===== config.mk =====
export PLATFORM = sky130hd
export DESIGN_NAME = rop_cordic
export DESIGN_NICKNAME = d
export VERILOG_FILES = /design/src/rop_pkg.sv /design/src/rop_cordic.sv
export SDC_FILE = /design/constraint.sdc
export NUM_CORES = 2
export LEC_CHECK = 0
export BUFFER_PORTS_ARGS = -buffer_cell sky130_fd_sc_hd__clkbuf_2
export CAP_MARGIN = 20
export CORE_MARGIN = 2
export CORE_UTILIZATION = 60
export CTS_CLUSTER_DIAMETER = 60
export CTS_CLUSTER_SIZE = 30
export DETAILED_ROUTE_END_ITERATION = 8
export PLACE_DENSITY = 0.77
export RECOVER_POWER = 25
export SYNTH_ARGS = -nofsm -noshare
export SYNTH_HDL_FRONTEND = slang
export SYNTH_SLANG_ARGS = --single-unit

===== constraint.sdc =====
create_clock -name clk_i -period 5.9 [get_ports clk_i]
set_input_delay 1.475 -clock clk_i [delete_from_list [all_inputs] [get_ports clk_i]]
set_output_delay 1.475 -clock clk_i [all_outputs]
set_load 0.02 [all_outputs]

===== src/rop_pkg.sv =====
// Shared types and constants for the rectangle overlap push vector unit.
// Used by rop_cordic and rect_overlap_push_vector_unit; depends on nothing.
`timescale 1ns / 1ps

package rop_pkg;

  localparam int CORDIC_STEPS = 14;
  localparam int CORDIC_GAIN  = 9949;
  // Prep stage, one stage per rotation step, and the quadrant map stage.
  localparam int CORDIC_LAT   = CORDIC_STEPS + 2;

  localparam int TW = 17;  // cos and sin, Q1.14 with headroom
  localparam int ZW = 16;  // residual angle
  localparam int PRW = 33; // trig times a size
  localparam int CTW = 31; // center scaled to corner units
  localparam int CW = 36;  // corner coordinate
  localparam int MW = 53;  // corner times normal component
  localparam int PW = 56;  // projection
  localparam int LW = 58;  // overlap length
  localparam int LOW = 29; // low slice of the length for the split multiply
  localparam int OUT_SHIFT = 43;

  typedef logic signed [TW-1:0] trig_t;

  typedef struct packed {
    logic signed [15:0] x;
    logic signed [15:0] y;
    logic [14:0]        w;
    logic [14:0]        h;
  } rect_t;

  typedef struct packed {
    rect_t a;
    rect_t b;
  } pair_t;

  typedef struct packed {
    trig_t c;
    trig_t s;
    logic  use_w;
    logic  use_h;
  } side_t;

  function automatic logic signed [ZW-1:0] atan_step(input int i);
    logic signed [ZW-1:0] r;
    case (i)
      0:       r = 16'sd8192;
      1:       r = 16'sd4836;
      2:       r = 16'sd2555;
      3:       r = 16'sd1297;
      4:       r = 16'sd651;
      5:       r = 16'sd326;
      6:       r = 16'sd163;
      7:       r = 16'sd81;
      8:       r = 16'sd41;
      9:       r = 16'sd20;
      10:      r = 16'sd10;
      11:      r = 16'sd5;
      12:      r = 16'sd3;
      default: r = 16'sd1;
    endcase
    return r;
  endfunction

endpackage


===== src/rop_cordic.sv =====
// Pipelined rotation-mode CORDIC giving cos and sin of a binary angle.
// One rotation step per stage; depends on rop_pkg.
`timescale 1ns / 1ps

module rop_cordic (
  input  logic                clk_i,
  input  logic [15:0]         angle_i,
  output rop_pkg::trig_t      cos_o,
  output rop_pkg::trig_t      sin_o
);

  localparam int N = rop_pkg::CORDIC_STEPS;

  rop_pkg::trig_t                  x_q [0:N];
  rop_pkg::trig_t                  y_q [0:N];
  logic signed [rop_pkg::ZW-1:0]   z_q [0:N];
  logic [1:0]                      quad_q [0:N];
  rop_pkg::trig_t                  cos_q, sin_q;
  logic [15:0]                     t;

  // Rotating by an eighth of a turn puts the residual in [-1/8, 1/8) turn.
  assign t = angle_i + 16'd8192;

  always_ff @(posedge clk_i) begin
    x_q[0]    <= rop_pkg::TW'(rop_pkg::CORDIC_GAIN);
    y_q[0]    <= '0;
    z_q[0]    <= $signed({2'b00, t[13:0]}) - 16'sd8192;
    quad_q[0] <= t[15:14];
  end

  for (genvar i = 0; i < N; i++) begin : g_step
    always_ff @(posedge clk_i) begin
      quad_q[i+1] <= quad_q[i];
      if (z_q[i] >= 0) begin
        x_q[i+1] <= x_q[i] - (y_q[i] >>> i);
        y_q[i+1] <= y_q[i] + (x_q[i] >>> i);
        z_q[i+1] <= z_q[i] - rop_pkg::atan_step(i);
      end else begin
        x_q[i+1] <= x_q[i] + (y_q[i] >>> i);
        y_q[i+1] <= y_q[i] - (x_q[i] >>> i);
        z_q[i+1] <= z_q[i] + rop_pkg::atan_step(i);
      end
    end
  end

  always_ff @(posedge clk_i) begin
    case (quad_q[N])
      2'd0: begin
        cos_q <= x_q[N];
        sin_q <= y_q[N];
      end
      2'd1: begin
        cos_q <= -y_q[N];
        sin_q <= x_q[N];
      end
      2'd2: begin
        cos_q <= -x_q[N];
        sin_q <= -y_q[N];
      end
      default: begin
        cos_q <= y_q[N];
        sin_q <= -x_q[N];
      end
    endcase
  end

  assign cos_o = cos_q;
  assign sin_o = sin_q;

endmodule


Yosys cells after proc, flatten, opt, wreduce, memory -nomap -nowiden
Memories as Yosys holds them, arrays and structs flattened.
Index checks and enable logic that the tools add are counted.
{"block": "op_classes", "reduce_logical": 1, "magnitude_cmp": 14, "n_eq_ne": 2, "muxes": 86, "n_bitwise": 42, "addsub": 87}
{"op": "two-way mux 17 bit", "count": 28}
{"op": ">= comparator 16 x 1 -> 1 bit (second input constant)", "count": 14}
{"op": "two-way mux 16 bit", "count": 14}
{"op": "case mux 17 bit (3 select lines)", "count": 2}
{"op": "two-way mux 1 bit", "count": 42}
{"op": "OR 1 bit", "count": 42}
{"op": "adder 17 x 10 -> 17 bit", "count": 2}
{"op": "adder 17 x 11 -> 17 bit", "count": 2}
{"op": "adder 17 x 12 -> 17 bit", "count": 2}
{"op": "adder 17 x 13 -> 17 bit", "count": 2}
{"op": "adder 17 x 14 -> 17 bit", "count": 2}
{"op": "adder 17 x 15 -> 17 bit", "count": 2}
{"op": "adder 17 x 16 -> 17 bit", "count": 2}
{"op": "adder 17 x 4 -> 17 bit", "count": 2}
{"op": "adder 17 x 5 -> 17 bit", "count": 2}
{"op": "adder 17 x 6 -> 17 bit", "count": 2}
{"op": "adder 17 x 7 -> 17 bit", "count": 2}
{"op": "adder 17 x 8 -> 17 bit", "count": 2}
{"op": "adder 17 x 9 -> 17 bit", "count": 2}
{"op": "negation 17 bit", "count": 2}
{"op": "subtractor 17 x 10 -> 17 bit", "count": 2}
{"op": "subtractor 17 x 11 -> 17 bit", "count": 2}
{"op": "subtractor 17 x 12 -> 17 bit", "count": 2}
{"op": "subtractor 17 x 13 -> 17 bit", "count": 2}
{"op": "43 further kinds", "count": 54}
{"block": "totals", "out_inout_bits": 34, "n_memories": 4, "elab_cells": 238, "ramBits": 780, "reg_bits": 34, "in_bits": 17}
{"name": "x_q", "depth": 15, "word_bits": 17, "rd": 15, "rd_ports_with_merged_regs": 0, "wr": 15, "line": "rop_cordic.sv:14", "rtl": "rop_pkg::trig_t x_q [0:N];"}
{"name": "y_q", "depth": 15, "word_bits": 17, "rd": 15, "rd_ports_with_merged_regs": 0, "wr": 15, "line": "rop_cordic.sv:15", "rtl": "rop_pkg::trig_t y_q [0:N];"}
{"name": "z_q", "depth": 15, "word_bits": 16, "rd": 14, "rd_ports_with_merged_regs": 0, "wr": 15, "line": "rop_cordic.sv:16", "rtl": "logic signed [rop_pkg::ZW-1:0] z_q [0:N];"}
{"name": "quad_q", "depth": 15, "word_bits": 2, "rd": 15, "rd_ports_with_merged_regs": 0, "wr": 15, "line": "rop_cordic.sv:17", "rtl": "logic [1:0] quad_q [0:N];"}

Longest topological paths before layout
{"block": "depth", "ltp_word": 4, "mapped_depth": 22, "mapped_depth_nobuf": 19}

Worst setup path after synthesis
No wires, ideal clock.
{"block": "synth_timing", "path_kind": "register -> register", "from": "memory z_q[0][95] (netlist bit)", "to": "memory y_q[3][16] (netlist bit)", "required_time_ns": 5.837, "slack_ns": 1.603, "arrival_time_ns": 4.235, "n_path_buf": 3, "stages_incl_launch_ff": 23, "setup_ns": 0.063, "cell_sequence": "dfxtp_1 inv_1 ha_1 nor4b_1 nand4_1 and2_1 clkbuf_1 inv_2 clkbuf_1 buf_1 nor2_1 xor2_1 ha_1 nor2b_1 o21ai_1 a21oi_1 o221a_1 o21a_1 o21a_1 o31ai_1 a21oi_1 or4_1 nand3_1"}
{"element": "start, declared", "line": "rop_cordic.sv:16"}
{"element": "end, declared", "line": "rop_cordic.sv:15"}

==> impl_metrics.ini <==
[detailed_routing]
wl_per_cell_um = 15.51
drtPass1Iterations = 6
vias_per_cell = 5.690
wl_met1_um = 41700
drt_iter0_markers = 1844
top_layer = met4
ant_nets = 0
drcViolationCount = 0
wl_met2_um = 48810
totalWireLength_um = 96510
num_vias = 35400
wl_met3_um = 3013

[timing]
worst_slack_ns = 0.7544
timing.hold.ws_ns = 0.3266
rsz0062_at_grt = false
finalHoldViolations = 0
max_slew_margin_pct = -37.01
finClkSkew_ns = 0.05009
fin_setup_tns_ns = 0
setup_viol = 0
worst_slew_pin_slew_ns = 2.055
finalCriticalPeriod_ns = 5.146
drv_slew = 54
fmax_mhz = 194.3
finalCritPeriodShare_pct = 87.21

[logic_synthesis]
synthArstFlopShare_pct = 0
yosysTopAreaCell = dfxtp_1
ys_ff_latch = 708
synth_cells = 5160
yosysWarnings = 0
yosysSeqAreaShare_pct = 31.48
synth_edf_count = 0
synth_flop_cell = dfxtp_1
synth_top_area_share_pct = 31.48
postSynthAreaPerCell_um2 = 8.725
syn_area_um2 = 45020
ys_types = 72
synthTopCellsByArea = dfxtp_1 (31%), ha_1 (17%), xnor2_1 (9.2%), a21oi_1 (4.1%), nor2_1 (3.9%)

[place]
gp_congestion = 0.9092
io_buffers = 50
dpl_worst_slack_ns = 1.112
place_hpwl_um = 76010

[outcome]
outcome = finished, violations left
failed_checks = capacitance limit, slew limit

[clock_tree]
htreeDepth = 2
insertion_delay_ns = 0.65
cts_buffers = 53
cts.hold.buffers_added = 0
ctsResizeCount = 0
post_cts_buffers = 0
cts_tree = done
root_buffer = clkbuf_16
clk_pin_slew_ns = 0.09
clkSinkCount = 708
clockBufferDepth = 3

[critical_path]
worstPathRequired_ns = 6.44
crit_fanout = 26
crit_type = register to register
endpoint_kind = register
start_kind = register
worstPathArrival_ns = 5.69

[die]
io-pin-count = 51
fp-row-count = 100
core-area_um2 = 74320
fp.dieW_um = 277.9
die-area_um2 = 77240
start_util_pct = 60.57
dieHeight_um = 277.9

[finish]
fin_util_pct = 64.89
diodes = 0
n_fill_cell = 6163
area_delta_synth_final_pct = 7.132
drive_above_1_share_pct = 3.808
final_nets = 5885

[global_route]
antenna_found_initial = 0
grt_pass1_wl_um = 161900
grt_overflow_total = 0
grt.total_usage_pct = 24.80
grt_pass1_vias = 34540
grt_max_degree = 65

[run]
max-cap-violations = 1

[worst_hold_path]
hold_class = register to register
## logic make-up after synthesis
| kind of cell | after synthesis | synth area share (%) |
|---|---|---|
| flops | 708 | 31.48 |
| buf+inv | 461 | 3.844 |
| xor+xnor | 653 | 12.70 |
| mux | 27 | 0.6948 |
| compound gates | 1186 | 16.76 |
| other cells | 2 | 0.01668 |
| fa+ha+maj | 665 | 19.09 |
| simple gates | 1458 | 15.41 |
## cell usage in the layout, fill, tap and decap left out, drive strengths merged, types with 11 or more instances in the layout
cell	n
o41ai	26
o2111ai	16
inv	409
fa	38
o21a	58
xor2	178
a211o	16
a221oi	14
xnor2	475
a211oi	40
nand4	29
o31ai	50
mux2i	21
a21o	116
nand2b	72
and3	29
nand3	90
clkinv	12
nor2b	98
or2	20
ha	622
nor4	54
nor3	173
nand2	305
o21bai	47
o21ai	266
clkbuf	120
o211ai	11
a311oi	13
and2	30
or4	13
nor4b	13
a21boi	55
a2111oi	14
a21oi	365
or3	46
dfxtp	708
nor2	468
a31oi	23
a31o	15
## routing by layer
layer / up-vias / GRT usage [%]
li1: 18180 / -
met4: 0 / 8.122
met2: 566 / 46.62
met1: 16470 / 29.26
met5: - / 0
met3: 182 / 2.569
## area by class of cell
type                    count  area (um2)  area share [%]
multi-input cells        3992       29120           60.38
flip-flops and latches    708       14170           29.39
inverters                 389        1460           3.027
clock buffers              62        1433           2.970
well taps                 969        1212           2.514
clock inverters            37       508.0           1.053
repair buffers             64       324.1          0.6719
## worst max-delay path: stages (launching register included)
cell       delay [ns]
dfxtp_1          0.33
inv_1            0.06
ha_1             0.17
nor4b_1          0.13
nand4_1          0.08
and2_1           0.12
clkbuf_1         0.75
inv_2            0.49
nor2_1           0.24
xor2_1           0.17
ha_1             0.28
a21oi_1          0.22
o21ai_1          0.08
a21oi_1          0.24
o21ai_1          0.13
a21oi_1          0.31
nor3_1           0.09
a2111oi_0        0.77
a21oi_1          0.19
xor2_1           0.18
## sequential cells by signal (all words and copies together), names as in the netlist
| register | count |
|---|---|
| x_q | 218 |
| quad_q | 30 |
| z_q | 206 |
| y_q | 220 |
| sin_o | 17 |
| cos_o | 17 |
## worst paths after layout
path,startpoint,endpoint,slack [ns],cells after the start
worst min register to register,z_q[0][8],z_q[0][24],0.33,0
worst max register to register,z_q[0][127],y_q[4][15],0.75,19
worst min-delay path,z_q[0][8],z_q[0][24],0.33,0
worst max-delay path,z_q[0][127],y_q[4][15],0.75,19
## synth_stat cells (12+ instances only)
cell / instances
nor2b_1: 98
ha_1: 622
or3_1: 46
a311oi_1: 13
and2_1: 30
nor4b_1: 13
nand4_1: 29
o2111ai_1: 16
nor2_1: 468
o21bai_1: 47
or2_2: 19
o21a_1: 58
or4_1: 13
nand3_1: 90
a221oi_1: 14
a211o_1: 16
dfxtp_1: 708
nand2b_1: 72
o21ai_1: 127
and3_1: 29
mux2i_1: 20
buf_1: 12
clkbuf_1: 60
a21oi_1: 365
xnor2_1: 475
fa_1: 38
a31oi_1: 23
a21boi_0: 13
nand2_1: 305
a21boi_1: 42
o21ai_0: 139
inv_1: 379
xor2_1: 178
o41ai_1: 26
nor4_1: 54
a211oi_1: 39
a21o_1: 116
a2111oi_0: 14
nor3_1: 173
o31ai_1: 50
## metrics by stage
step | std cells | area, um2
final | 6221 | 48230
after floorplan | 5161 | 45020
after detailed placement | 6121 | 46310
after global routing | 6221 | 48230
after CTS | 6220 | 48260
after global placement | 6121 | 46310
Power is left out: the tool's default activity adds up to more than one toggle a clock period on the data nets, which glitch-free logic cannot reach.
